`config.mk`:
```
export PLATFORM = sky130hd
export DESIGN_NAME = gqlay_div
export DESIGN_NICKNAME = d
export VERILOG_FILES = /design/src/rtl/gqlay_pkg.sv /design/src/rtl/gqlay_div.sv
export SDC_FILE = /design/constraint.sdc
export NUM_CORES = 1
export LEC_CHECK = 0
export ABC_AREA = 1
export BUFFER_PORTS_ARGS = -buffer_cell sky130_fd_sc_hd__buf_2
export CAP_MARGIN = 0
export CORE_AREA = 2 2 137 139
export DETAILED_ROUTE_END_ITERATION = 10
export DIE_AREA = 0 0 139 141
export PLACE_DENSITY = 0.49
export SYNTH_ARGS = -nofsm -noshare
export SYNTH_HDL_FRONTEND = slang
export SYNTH_SLANG_ARGS = --single-unit
```
`constraint.sdc`:
```
create_clock -name clk -period 6.5 [get_ports clk]
set_clock_uncertainty 0.1 [all_clocks]
set_input_delay 1.3 -clock clk [delete_from_list [all_inputs] [get_ports clk]]
set_output_delay 1.3 -clock clk [all_outputs]
set_load 0.02 [all_outputs]
```
`src/rtl/gqlay_pkg.sv`:
```
`default_nettype none
// ----------------------------------------------------------------------------
// gqlay_pkg
// Types, constants and helpers shared by the glyph quad layout block.
// ----------------------------------------------------------------------------
package gqlay_pkg;

  localparam int GLYPH_COUNT = 256;
  localparam int GLYPH_AW    = $clog2(GLYPH_COUNT);

  localparam int TEX_SIZE_W  = 13;
  localparam int TEXEL_W     = 13;
  localparam int TEX_COORD_W = 17;
  localparam int POS_W       = 16;
  localparam int WIDE_W      = 18;

  localparam int DIV_QBITS   = 18;
  localparam int DIV_STEPS   = 3;
  localparam int DIV_ITERS   = DIV_QBITS / DIV_STEPS;
  localparam int DIV_CNT_W   = $clog2(DIV_ITERS);
  localparam int DIV_REM_W   = TEX_SIZE_W + 1;

  localparam logic [7:0] NEWLINE_CODE = 8'd10;
  localparam logic [7:0] BASE_CODE    = 8'd65;

  localparam logic OP_LOAD = 1'b0;
  localparam logic OP_DRAW = 1'b1;

  localparam logic REG_TEX_W = 1'b0;
  localparam logic REG_TEX_H = 1'b1;

  localparam logic [TEX_SIZE_W-1:0] TEX_SIZE_RESET = 13'd256;

  localparam logic [2:0] LAST_CORNER = 3'd5;
  // Per corner in the order LT,RB,LB,LT,RT,RB: 1 selects right or bottom.
  localparam logic [5:0] HSEL = 6'b110010;
  localparam logic [5:0] VSEL = 6'b100110;

  typedef enum logic [1:0] {
    ST_IDLE,
    ST_READ,
    ST_DIV,
    ST_EMIT
  } gqlay_state_t;

  typedef struct packed {
    logic              opcode;
    logic              first;
    logic [7:0]        glyph_code;
    logic [11:0]       src_x;
    logic [11:0]       src_y;
    logic [7:0]        glyph_w;
    logic [7:0]        glyph_h;
    logic signed [7:0] x_off;
    logic signed [7:0] y_off;
    logic [7:0]        x_adv;
  } gqlay_in_t;

  typedef struct packed {
    logic signed [POS_W-1:0] pos_x;
    logic signed [POS_W-1:0] pos_y;
    logic [TEX_COORD_W-1:0]  tex_u;
    logic [TEX_COORD_W-1:0]  tex_v;
    logic [2:0]              corner;
    logic                    last;
  } gqlay_out_t;

  typedef struct packed {
    logic [7:0]        x_adv;
    logic signed [7:0] y_off;
    logic signed [7:0] x_off;
    logic [7:0]        glyph_h;
    logic [7:0]        glyph_w;
    logic [11:0]       src_y;
    logic [11:0]       src_x;
  } gqlay_glyph_t;

  function automatic logic signed [POS_W-1:0] sat16(input logic signed [WIDE_W-1:0] v);
    logic signed [POS_W-1:0] r;
    if (v > 18'sd32767) begin
      r = 16'sh7FFF;
    end else if (v < -18'sd32768) begin
      r = 16'sh8000;
    end else begin
      r = v[POS_W-1:0];
    end
    return r;
  endfunction

endpackage
`default_nettype wire

```
`src/rtl/gqlay_div.sv`:
```
`default_nettype none
// ----------------------------------------------------------------------------
// gqlay_div
// Texture coordinate divider: round(texel * 65536 / size), saturated to
// Q1.16, found by restoring division with three quotient bits per cycle.
// ----------------------------------------------------------------------------
module gqlay_div (
  input  wire logic                               clk,
  input  wire logic                               rst_n,
  input  wire logic                               start,
  input  wire logic [gqlay_pkg::TEXEL_W-1:0]      texel,
  input  wire logic [gqlay_pkg::TEX_SIZE_W-1:0]   size,
  output logic                                    done,
  output logic [gqlay_pkg::TEX_COORD_W-1:0]       quot
);
  import gqlay_pkg::*;

  logic                    busy_r, busy_nxt;
  logic [DIV_CNT_W-1:0]    cnt_r, cnt_nxt;
  logic [DIV_REM_W-1:0]    dvs_r, rem_r, rem_nxt;
  logic [DIV_QBITS-1:0]    low_r, low_nxt, q_r, q_nxt;
  logic                    ovf_r;
  logic [TEX_SIZE_W-1:0]   size_eff;
  logic [DIV_REM_W-1:0]    dvs_init;
  logic [DIV_REM_W:0]      trial;

  assign size_eff = (size == '0) ? TEX_SIZE_W'(1) : size;
  assign dvs_init = {size_eff, 1'b0};
  assign done     = busy_r && (cnt_r == DIV_CNT_W'(DIV_ITERS - 1));
  assign quot     = ovf_r ? '1 : q_r[DIV_QBITS-1:1];

  always_comb begin
    rem_nxt = rem_r;
    low_nxt = low_r;
    q_nxt   = q_r;
    trial   = '0;
    for (int s = 0; s < DIV_STEPS; s++) begin
      trial   = {rem_nxt, low_nxt[DIV_QBITS-1]};
      low_nxt = {low_nxt[DIV_QBITS-2:0], 1'b0};
      if (trial >= {1'b0, dvs_r}) begin
        trial = trial - {1'b0, dvs_r};
        q_nxt = {q_nxt[DIV_QBITS-2:0], 1'b1};
      end else begin
        q_nxt = {q_nxt[DIV_QBITS-2:0], 1'b0};
      end
      rem_nxt = trial[DIV_REM_W-1:0];
    end
  end

  always_comb begin
    busy_nxt = busy_r;
    cnt_nxt  = cnt_r;
    if (start) begin
      busy_nxt = 1'b1;
      cnt_nxt  = '0;
    end else if (done) begin
      busy_nxt = 1'b0;
    end else if (busy_r) begin
      cnt_nxt = cnt_r + DIV_CNT_W'(1);
    end
  end

  always_ff @(posedge clk) begin
    if (!rst_n) begin
      busy_r <= 1'b0;
      cnt_r  <= '0;
    end else begin
      busy_r <= busy_nxt;
      cnt_r  <= cnt_nxt;
    end
  end

  always_ff @(posedge clk) begin
    if (start) begin
      dvs_r <= dvs_init;
      ovf_r <= ({1'b0, texel} >= dvs_init);
      rem_r <= {1'b0, texel};
      low_r <= {{(DIV_QBITS - DIV_REM_W){1'b0}}, dvs_init};
      q_r   <= '0;
    end else if (busy_r) begin
      rem_r <= rem_nxt;
      low_r <= low_nxt;
      q_r   <= q_nxt;
    end
  end

endmodule
`default_nettype wire

```
Yosys cells after proc, flatten, opt, wreduce, memory -nomap -nowiden
Index checks and enable logic that the tools add are counted.

operators by class
  add/subtract/negate cells = 4
  $lt $le $gt $ge = 4
  equality and inequality tests = 1
  multiplexer cells = 14
  bitwise logic cells = 2
  reductions and logical operators = 6

operators by type and width
  operator               count
  $mux W14               5
  $ge A15 B14 Y1         3
  $sub A14 B14 Y14       3
  $mux W13               3
  $mux W17               1
  $ge A13 B14 Y1         1
  $logic_not A13 Y1      1
  $mux W1                5
  $reduce_bool A2 Y1     2
  $add A3 B1 Y3 const B  1
  $eq A3 B3 Y1 const B   1
  $not A1 Y1             2
  $reduce_and A2 Y1      1
  $reduce_or A2 Y1       1
  $logic_and A1 B1 Y1    1

storage, ports and cells
  bits in registers = 67
  bits of input ports = 29
  output and inout port bits = 18
  word-level logic and storage cells = 40

Depth between registers and ports, before layout
Gate-level depths: netlist of run 1.

  depth in word-level cells = 8
  gate-level depth with buffers = 39
  gate-level depth less buffers = 37

Least setup slack after synthesis of run 1
No wires, ideal clock.

  kind = register to register
  start point = register dvs_r[1]
  end point = register rem_r[8], data pin
  library setup time = 0.253 ns
  data arrival time = 4.977 ns
  data required time = 6.147 ns
  slack = 1.170 ns
  stages on the path, launching flop included = 38
  buffers on the path = 2
  period minus slack after synthesis = 5.330 ns
  cells stage by stage = edfxtp_1 > ha_1 > fa_1 > inv_1 > nand2_1 > nand3_1 > nand2_2 > nand3_4 > inv_6 > or2_0 > o21ai_0 > inv_1 > fa_1 > inv_1 > nand3_1 > nand2_1 > nand3_1 > nand3_1 > [2 not listed] > buf_2 > nand2_1 > o21ai_0 > inv_1 > fa_1 > nand3_1 > nand2_1 > nand3_1 > o211ai_1 > nand2_1 > inv_1 > nor2_1 > nand2_2 > nor2_4 > buf_6 > nand2_1 > nand3_1 > nand2_1

between the ends
  word-level cells in the longest chain between the ends = 8
  elaborated cells on any way between the ends = 11
  those cells by class = add/sub (3); order compare (3); mux (5)

ends and longest elaborated chain
  item                                                line                              source
  start, declared                                     gqlay_div.sv:20                   logic [DIV_REM_W-1:0] dvs_r, rem_r, rem_nxt;
  start signal, assigned                              gqlay_div.sv:75                   dvs_r <= dvs_init;
  $sub A14 B14 Y14 or $ge A15 B14 Y1 (tied branches)  gqlay_div.sv:41, gqlay_div.sv:40
  $mux W14                                            gqlay_div.sv:40                   if (trial >= {1'b0, dvs_r}) begin
  $sub A14 B14 Y14 or $ge A15 B14 Y1 (tied branches)  gqlay_div.sv:41, gqlay_div.sv:40
  $mux W14                                            gqlay_div.sv:40
  $sub A14 B14 Y14 or $ge A15 B14 Y1 (tied branches)  gqlay_div.sv:41, gqlay_div.sv:40
  $mux W14 *                                          gqlay_div.sv:40
  $mux W13 *                                          gqlay_div.sv:80                   end else if (busy_r) begin
  $mux W13 *                                          gqlay_div.sv:74                   if (start) begin
  end signal, assigned                                gqlay_div.sv:77                   rem_r <= {1'b0, texel};
  end signal, assigned                                gqlay_div.sv:81                   rem_r <= rem_nxt;
  end, declared                                       gqlay_div.sv:20

Mark *: on every way between the ends. The rest lies on a longest branch, timed or not. The select of a mux whose other input is x is not followed.
A chain may end at the register's enable or synchronous reset.

Worst setup path in the final report of run 1
  start point = register dvs_r[1]
  end point = register rem_r[1], data pin

between the ends
  word-level cells in the longest chain between the ends = 8
  elaborated cells on any way between the ends = 11
  those cells by class = add/sub (3); order compare (3); mux (5)

ends and longest elaborated chain
  item                                                line
  $sub A14 B14 Y14 or $ge A15 B14 Y1 (tied branches)  gqlay_div.sv:41, gqlay_div.sv:40
  $mux W14                                            gqlay_div.sv:40
  $ge A15 B14 Y1 or $sub A14 B14 Y14 (tied branches)  gqlay_div.sv:40, gqlay_div.sv:41
  $mux W14                                            gqlay_div.sv:40
  $sub A14 B14 Y14 or $ge A15 B14 Y1 (tied branches)  gqlay_div.sv:41, gqlay_div.sv:40
  $mux W14 *                                          gqlay_div.sv:40
  $mux W13 *                                          gqlay_div.sv:80
  $mux W13 *                                          gqlay_div.sv:74

Marks and branches as above.

==> qor.csv, run 1 <==
stage,metric,value,unit
setup_path,biggest fanout along the worst timing path,18,
synth,count of different cell masters after synthesis,42,
drt,Iter 0 DRT Violations,282,
placed_design,gp weighted congestion,0.9008,
global_routing,vias in the first global route,4622,
cts,Clock Sinks,67,
synth,"Avg Cell Area, Syn",7.258,sq um
finish,"commonest non-fill, non-tap cell in the layout",nand2_1,
setup_path,r2r startpoint,dvs_r[1],
setup_path,critical setup path kind,flop to flop,
floorplanning,die height,141,microns
floorplanning,area of the core,18270,sq um
setup_path,Worst Path Arrival,5.96,ns
synth,syn nets,819,
sta,Final Hold Viols,0,
synth,synthesized area,5328,sq um
drt,final wirelength,14760,microns
floorplanning,Rows,50,
sta,Tmin final,6.000,ns
cts,Clock Latency Late Sink,0.34,ns
synth,"EDFF count, synth",40,
global_routing,gr ovfl total,0,
setup_path,maximum single-stage delay on the critical path,0.43,ns
finish,area delta synth->final,14.75,%
sta,max-slew violations,0,
cts,Max clock buf depth,2,
finish,number of diodes,0,
setup_path,Slowest cell on crit path,fa_1,
setup_path,RR Endpoint,rem_r[1],
finish,"commonest non-fill, non-tap cells in the layout","nand2_1 (207), inv_1 (119), ha_1 (53)",
finish,Final nets,853,
setup_path,CP endpoint,rem_r[1],
setup_path,crit path from,dvs_r[1],
drt,Routed Antenna Nets,0,
floorplanning,Die Area,19600,sq um
setup_path,required time worst endpoint,6.46,ns
setup_path,Reg2Reg Setup Slack,0.50,ns
placed_design,Final HPWL DP,11770,microns
cts,CTS tree,built,
global_routing,Total GRT Usage,15.47,%
cts,H-Tree Depth,3,
finish,fill count,2030,
sta,worst-margin pin slew,1.112,ns
synth,#FFs+latches synth,67,
floorplanning,Starting Density,29.16,%
synth,async set-or-reset flop fraction in the synthesized netlist,0,%
cts,clock slew at reported path FFs,0.06,ns
placed_design,Placed Cells,989,
setup_path,cells on worst reg2reg path,37,
floorplanning,Boundary Pins,47,
setup_path,startpoint types,flop,
global_routing,first-pass GRT wire length,24030,microns
sta,final setup fails,0,
outcome,status,completed,
drt,Vias/cell,4.660,
hold_path,Hold WC Path Type,flop to flop,
global_routing,antenna violations before repair,0,
sta,Final Cycle Share,92.30,%
finish,fin cells,1007,
floorplanning,Die X,139,microns
drt,first-pass detailed-route iteration total,5,
synth,"Top FF cell, synth",edfxtp_1,
sta,Max Clk Rate,0.1667,GHz
finish,fraction of layout instances using a drive strength above 1,12.29,%
placed_design,PortBufs,46,
synth,Syn. warnings,0,
synth,cells after synthesis,734,
drt,drt wl/cell,14.65,microns
drt,via count,4693,
setup_path,CP Capture Type,flop,
sta,max_slew headroom,25.60,%
cts,Num CTS Buffers,9,
cts,Root Buffer,clkbuf_16,
run,MaxCap Viol Count,0,
cts,Hold Buf Count CTS,0,
synth,sequential fraction of the synthesis area,32.69,%
global_routing,largest net degree at the start of global routing,48,
drt,drt drc,0,
## synth_stat cells, types with 4 or more instances
master    instances  area, sq um
o21ai_0          34        170.2
nand2_1         208        780.8
nor3_1            5        25.02
o21bai_1          4        30.03
a21oi_1          31        155.2
nor2_1           30        112.6
xnor2_1          11        96.34
nand4_1           8        50.05
a21o_1            7        52.55
edfxtp_1         40         1201
inv_1           119        446.7
xor2_1           16        140.1
nand3_1          39        195.2
dfxtp_1          27        540.5
clkbuf_1         22        82.58
o22ai_1          17        106.4
nand2_2           6        37.54
ha_1             53        663.1
o21ai_1          10        50.05
or2_2             6        37.54
## registers in the layout (all words and copies together) (netlist names)
register,flops
q_r,18
low_r,17
rem_r,14
dvs_r,13
cnt_r,3
busy_r,1
ovf_r,1
## kinds of logic after synthesis
family	share of synthesized area, %
AO/OA/AOI/OAI	12.54
XOR/XNOR	4.439
adder cells (fa/ha/maj)	13.57
buffers and inverters	11.30
flip-flops	32.69
AND/OR/NAND/NOR	25.46
## what timing repair did
action,CTS,global route
setup buffers,0,2
endpoints found under the hold margin,0,0
setup endpoints to repair,0,14
gates resized for setup,0,9
## metrics by stage
stage                       TNS, ns  setup slack (ns)  utilization, %  instance area [sq um]  hold WS [ns]
final                             0            0.5003           33.47                   6113        0.3743
after global routing      -0.009436         -0.009436           33.47                   6113        0.3941
after CTS                         0            0.2473           33.18                   6062        0.3772
after detailed placement          0            0.2639           31.45                   5744        0.3615
after global placement            0            0.3406           31.45                   5744        0.3591
after floorplan                   0             1.170               -                   5328        0.3481
## worst min-delay path by stage
stage                    from        end  slack (ns)  cells past startpoint
floorplan           low_r[14]  low_r[14]        0.35                      2
global placement    low_r[12]  low_r[15]        0.36                      2
detailed placement  low_r[12]  low_r[15]        0.36                      2
CTS                 low_r[12]  low_r[15]        0.38                      2
global route        low_r[12]  low_r[15]        0.39                      2
finish              low_r[12]  low_r[15]        0.37                      2
## worst max-delay path, delay by kind of cell, from the launching register on
| kind | cells | cell delay (ns) |
|---|---|---|
| buf+inv | 8 | 0.79 |
| simple gates | 19 | 2.13 |
| fa+ha+maj | 4 | 1.43 |
| flops | 1 | 0.42 |
| compound gates | 6 | 0.85 |
## layout make-up
cell class,count,area [sq um],share of cell area (%)
flip-flops and latches,67,1742,28.49
well taps,234,292.8,4.789
inverters,124,470.5,7.695
clock inverters,6,67.56,1.105
repair buffers,51,284.0,4.646
multi-input cells,515,3007,49.18
clock buffers,10,250.2,4.093
## metal layers
layer / track usage (%) / up-vias / part of all wire [%]
met3: 2.208 / 22 / 3.6
met1: 21.74 / 2131 / 50
met4: 4.891 / 0 / 1.9
met2: 24.60 / 91 / 45
met5: 0 / - / 0
li1: - / 2449 / -
Power of run 1 is left out: the tool's default activity adds up to more than one toggle a clock period on the data nets, which glitch-free logic cannot reach.
==> run 2, diff against run 1 <==
--- a/config.mk
+++ b/config.mk
@@ -8,10 +8,10 @@
 export ABC_AREA = 1
 export BUFFER_PORTS_ARGS = -buffer_cell sky130_fd_sc_hd__buf_2
 export CAP_MARGIN = 0
-export CORE_AREA = 2 2 137 139
+export CORE_AREA = 2 2 115 117
 export DETAILED_ROUTE_END_ITERATION = 10
-export DIE_AREA = 0 0 139 141
-export PLACE_DENSITY = 0.49
+export DIE_AREA = 0 0 117 119
+export PLACE_DENSITY = 0.64
 export SYNTH_ARGS = -nofsm -noshare
 export SYNTH_HDL_FRONTEND = slang
 export SYNTH_SLANG_ARGS = --single-unit
==> qor.csv, run 2 (synthesized netlist as in run 1, its figures left out) <==
stage,metric,value,unit
finish,"commonest non-fill, non-tap cell in the layout",nand2_1,
drt,final wirelength,13410,microns
sta,final setup margin,0.4972,ns
setup_path,critical setup path kind,flop to flop,
setup_path,maximum single-stage delay on the critical path,0.36,ns
finish,fill count,1331,
sta,Final Hold Viols,0,
finish,"commonest non-fill, non-tap cells in the layout","nand2_1 (207), inv_1 (119), ha_1 (53)",
setup_path,Buf/Inv on CP,7,
sta,RSZ-0062 raised after global routing,no,
floorplanning,Starting Density,41.38,%
placed_design,pre-CTS WS,0.3400,ns
outcome,status,completed,
drt,Iter 0 DRT Violations,345,
floorplanning,Rows,42,
drt,via count,4724,
finish,max reg flops,18,
finish,area delta synth->final,12.82,%
floorplanning,Die X,117,microns
finish,post-route cell area,6011,sq um
finish,fraction of layout instances using a drive strength above 1,12.03,%
drt,Routed Antenna Nets,0,
global_routing,largest net degree at the start of global routing,48,
setup_path,Worst Path Arrival,5.97,ns
cts,H-Tree Depth,3,
global_routing,Total GRT Usage,20.55,%
finish,Largest Register,q_r,
sta,worst-margin pin slew,1.070,ns
setup_path,"most used cell, CP",nand2_1,
cts,Max clock buf depth,2,
cts,Clock Latency Late Sink,0.34,ns
cts,Num CTS Buffers,9,
cts,Post-CTS Setup Bufs,0,
hold_path,Hold WC Path Type,flop to flop,
floorplanning,area of the core,12870,sq um
placed_design,placed cell areas,5679,sq um
setup_path,Slowest cell on crit path,edfxtp_1,
sta,max-slew violations,0,
finish,Sequential Area,1742,sq um
setup_path,biggest fanout along the worst timing path,12,
sta,Tmin final,6.003,ns
placed_design,PortBufs,46,
drt,drt wl/cell,14.13,microns
placed_design,gp weighted congestion,0.9028,
global_routing,gr ovfl total,0,
run,MaxCap Viol Count,0,
finish,Final nets,853,
cts,Root Buffer,clkbuf_16,
floorplanning,die height,119,microns
cts,CTS tree,built,
sta,max_slew headroom,28.41,%
finish,Largest regs,"q_r x18, low_r x17, rem_r x14",
setup_path,CP Capture Type,flop,
floorplanning,Die Area,13920,sq um
drt,drt drc,0,
setup_path,family with the most delay on the worst path,simple AND/OR/NAND/NOR gates,
drt,Vias/cell,4.978,
global_routing,antenna violations before repair,0,
finish,area of the multi-input gates,3013,sq um
global_routing,first-pass GRT wire length,22330,microns
floorplanning,Boundary Pins,47,
sta,Setup TNS Final,0,ns
drt,first-pass detailed-route iteration total,4,
global_routing,vias in the first global route,4634,
cts,Clock Sinks,67,
sta,Max Clk Rate,0.1666,GHz
sta,Final Cycle Share,92.35,%
setup_path,Reg2Reg Setup Slack,0.50,ns
setup_path,startpoint types,flop,
placed_design,Final HPWL DP,10510,microns
setup_path,required time worst endpoint,6.47,ns
sta,final setup fails,0,
finish,number of diodes,0,
cts,clock slew at reported path FFs,0.05,ns
[run 2: cell count changes in the layout (fill, tap and decap cells not counted), sizes merged]
| cell | change |
|---|---|
| clkbuf | +2 |
| nor2 | +1 |
| bufinv | -1 |
| buf | -1 |
| clkinv | -1 |
[run 2: area by class of cell]
cell class                      instances  share of cell area, %
Multi-Input combinational cell        516                  50.12
Clock inverter                          4                 0.4371
Timing Repair Buffer                   50                  4.330
Tap cell                              176                  3.664
Inverter                              124                  7.827
Clock buffer                           12                  4.642
Sequential cell                        67                  28.98
[run 2: worst min-delay path, stage by stage (launching register included)]
cell,delay [ns]
dfxtp_1,0.29
inv_1,0.06
o22ai_1,0.07
[run 2: final timing paths]
kind                                from         to  cells after the start
worst min-delay path             q_r[17]    q_r[17]                      2
worst max-delay path            dvs_r[9]  rem_r[11]                     34
worst max register to register  dvs_r[9]  rem_r[11]                     34
worst min register to register   q_r[17]    q_r[17]                      2
[run 2: metrics by stage]
step | util, % | cells | hold slack, ns
after floorplan | - | 734 | 0.3481
after global placement | 44.11 | 932 | 0.3572
after detailed placement | 44.11 | 932 | 0.3679
after CTS | 46.48 | 948 | 0.3758
after global routing | 46.69 | 949 | 0.4039
final | 46.69 | 949 | 0.3733
[run 2: routing by layer]
layer,track usage [%],wire [microns]
met1,28.26,6384
met2,33.02,6262
met3,2.850,483
met4,6.912,283
met5,0,0
[run 2: repair_timing]
action | 4_1_cts | 5_1_grt
gates resized for setup | 0 | 6
setup endpoints to repair | 0 | 13
hold buffers | 0 | 0
Power of run 2 is left out for the same reason.
==> run 3, diff against run 2 <==
--- a/config.mk
+++ b/config.mk
@@ -5,13 +5,13 @@
 export SDC_FILE = /design/constraint.sdc
 export NUM_CORES = 1
 export LEC_CHECK = 0
-export ABC_AREA = 1
 export BUFFER_PORTS_ARGS = -buffer_cell sky130_fd_sc_hd__buf_2
 export CAP_MARGIN = 0
 export CORE_AREA = 2 2 115 117
 export DETAILED_ROUTE_END_ITERATION = 10
 export DIE_AREA = 0 0 117 119
 export PLACE_DENSITY = 0.64
+export REMOVE_ABC_BUFFERS = 1
 export SYNTH_ARGS = -nofsm -noshare
 export SYNTH_HDL_FRONTEND = slang
 export SYNTH_SLANG_ARGS = --single-unit
==> qor.csv, run 3 <==
stage,metric,value,unit
synth,Synth area leader,edfxtp_1,
sta,final setup margin,-0.1605,ns
cts,Max clock buf depth,2,
synth,Synth top area share,22.65,%
sta,max_slew headroom,42.64,%
global_routing,antenna violations before repair,0,
synth,"Avg Cell Area, Syn",9.404,sq um
global_routing,vias in the first global route,4919,
drt,Vias/cell,5.308,
synth,#FFs+latches synth,67,
floorplanning,Boundary Pins,47,
sta,Final Cycle Share,102.5,%
global_routing,largest net degree at the start of global routing,87,
synth,synthesized area,5304,sq um
sta,final setup fails,13,
setup_path,Slowest cell on crit path,edfxtp_1,
setup_path,critical setup path kind,flop to flop,
placed_design,PortBufs,46,
global_routing,gr ovfl total,0,
floorplanning,Die Area,13920,sq um
cts,Clock Sinks,67,
finish,max reg flops,18,
drt,drt drc,0,
drt,Routed Antenna Nets,0,
floorplanning,die height,119,microns
global_routing,met1 Track Usage GR,27.33,%
finish,Largest Register,q_r,
synth,Area contributors post-synth,"edfxtp_1 (23%), ha_1 (13%), dfxtp_1 (10%)",
cts,CTS tree,built,
cts,Root Buffer,clkbuf_16,
cts,H-Tree Depth,3,
synth,top-count cell post-synth,ha_1,
floorplanning,Starting Density,41.20,%
synth,"Top FF cell, synth",edfxtp_1,
hold_path,Hold WC Path Type,flop to flop,
synth,count of different cell masters after synthesis,65,
setup_path,CP Capture Type,flop,
placed_design,Final HPWL DP,11420,microns
drt,Iter 0 DRT Violations,199,
setup_path,startpoint types,flop,
global_routing,grt met2 use,37.54,%
sta,max-slew violations,0,
cts,Num CTS Buffers,9,
sta,Max Clk Rate,0.1501,GHz
run,MaxCap Viol Count,0,
sta,Tmin final,6.660,ns
setup_path,biggest fanout along the worst timing path,7,
outcome,violated checks,negative setup slack,
sta,worst-margin pin slew,0.8604,ns
outcome,status,finished with violations,
synth,async set-or-reset flop fraction in the synthesized netlist,0,%
drt,final wirelength,14830,microns
cts,clock slew at reported path FFs,0.05,ns
global_routing,busiest layer in global routing,met2,
setup_path,Worst Path Arrival,6.64,ns
finish,number of diodes,0,
finish,utilization after layout,56.60,%
finish,fill count,1083,
synth,commonest cells in the netlist,"ha_1 (53), nor2_1 (45), edfxtp_1 (40)",
finish,Final nets,812,
cts,Hold Buf Count CTS,0,
finish,"commonest non-fill, non-tap cells in the layout","buf_4 (132), buf_2 (46), nor2_1 (44), ha_1 (44), edfxtp_1 (40)",
cts,Clock Latency Late Sink,0.33,ns
sta,RSZ-0062 raised after global routing,yes,
global_routing,first-pass GRT wire length,23740,microns
global_routing,met3 usage,3.308,%
synth,Syn. warnings,0,
global_routing,Total GRT Usage,21.88,%
floorplanning,Die X,117,microns
finish,Largest regs,"q_r x18, low_r x17, rem_r x14",
drt,drt wl/cell,16.33,microns
finish,"commonest non-fill, non-tap cell in the layout",buf_4,
setup_path,maximum single-stage delay on the critical path,0.43,ns
synth,cells after synthesis,564,
synth,"EDFF count, synth",40,
drt,first-pass detailed-route iteration total,5,
floorplanning,Rows,42,
setup_path,required time worst endpoint,6.48,ns
placed_design,gp weighted congestion,0.9079,
finish,area delta synth->final,37.39,%
floorplanning,area of the core,12870,sq um
drt,via count,4820,
synth,sequential fraction of the synthesis area,32.84,%
sta,Final Hold Viols,0,
finish,fraction of layout instances using a drive strength above 1,41.26,%
==> run 3: area by class of cell <==
type                    instances  area, sq um  area share [%]
clock inverters                 4        25.02          0.3434
flip-flops and latches         67         1742           23.90
clock buffers                  12        256.5           3.520
inverters                      39        146.4           2.009
well taps                     176        220.2           3.022
repair buffers                184         1289           17.69
multi-input cells             426         3608           49.52
==> run 3: through the flow <==
step	hold slack [ns]	area, sq um	setup WS (ns)	TNS, ns	std cells
floorplan	0.3523	5152	-0.9788	-10.42	531
global placement	0.3643	6526	-0.4169	-4.863	876
detailed placement	0.3837	6526	-0.6313	-7.862	876
CTS	0.3966	7067	-0.1145	-1.053	902
global route	0.4235	7287	-0.3878	-4.191	908
finish	0.3864	7287	-0.1605	-0.9299	908
==> run 3: logic make-up (layout without fill, tap and decap cells) <==
family,after synthesis,in the layout,synth area share [%]
adders and majority gates,56,56,13.64
buffers and inverters,72,239,5.614
DFF,67,67,32.84
muxes,49,49,10.45
AOI/OAI and AO/OA,126,127,16.11
and+or+nand+nor,165,165,16.56
xor gates and xnor gates,29,29,4.789
==> run 3: worst paths after layout <==
kind	startpoint	endpoint	slack [ns]	depth (start not counted)
worst max register to register	dvs_r[1]	rem_r[11]	-0.16	27
worst max-delay path	dvs_r[1]	rem_r[11]	-0.16	27
worst min-delay path	q_r[17]	q_r[17]	0.39	2
worst min register to register	q_r[17]	q_r[17]	0.39	2
==> run 3: critical path: cells and delay by family (launching register included) <==
| kind | cells | cell delay [ns] |
|---|---|---|
| buffers and inverters | 2 | 0.28 |
| AND/OR/NAND/NOR | 4 | 0.63 |
| AO/OA/AOI/OAI | 15 | 3.58 |
| adder cells (fa/ha/maj) | 4 | 0.99 |
| multiplexers | 2 | 0.37 |
| flip-flops | 1 | 0.43 |
==> run 3: layer usage <==
metal | routed length (microns) | up-vias | share of wire (%)
met5 | 0 | - | 0
met4 | 394 | 0 | 2.7
met3 | 619 | 29 | 4.2
met2 | 7429 | 110 | 50
met1 | 6386 | 2309 | 43
li1 | - | 2372 | -
==> run 3: repair_timing <==
item / CTS / global route
gates cloned: 2 / 0
gates resized for setup: 40 / 29
setup buffers: 8 / 7
setup endpoints to repair: 14 / 14
pin swaps: 23 / 16
Power of run 3 is left out for the same reason.
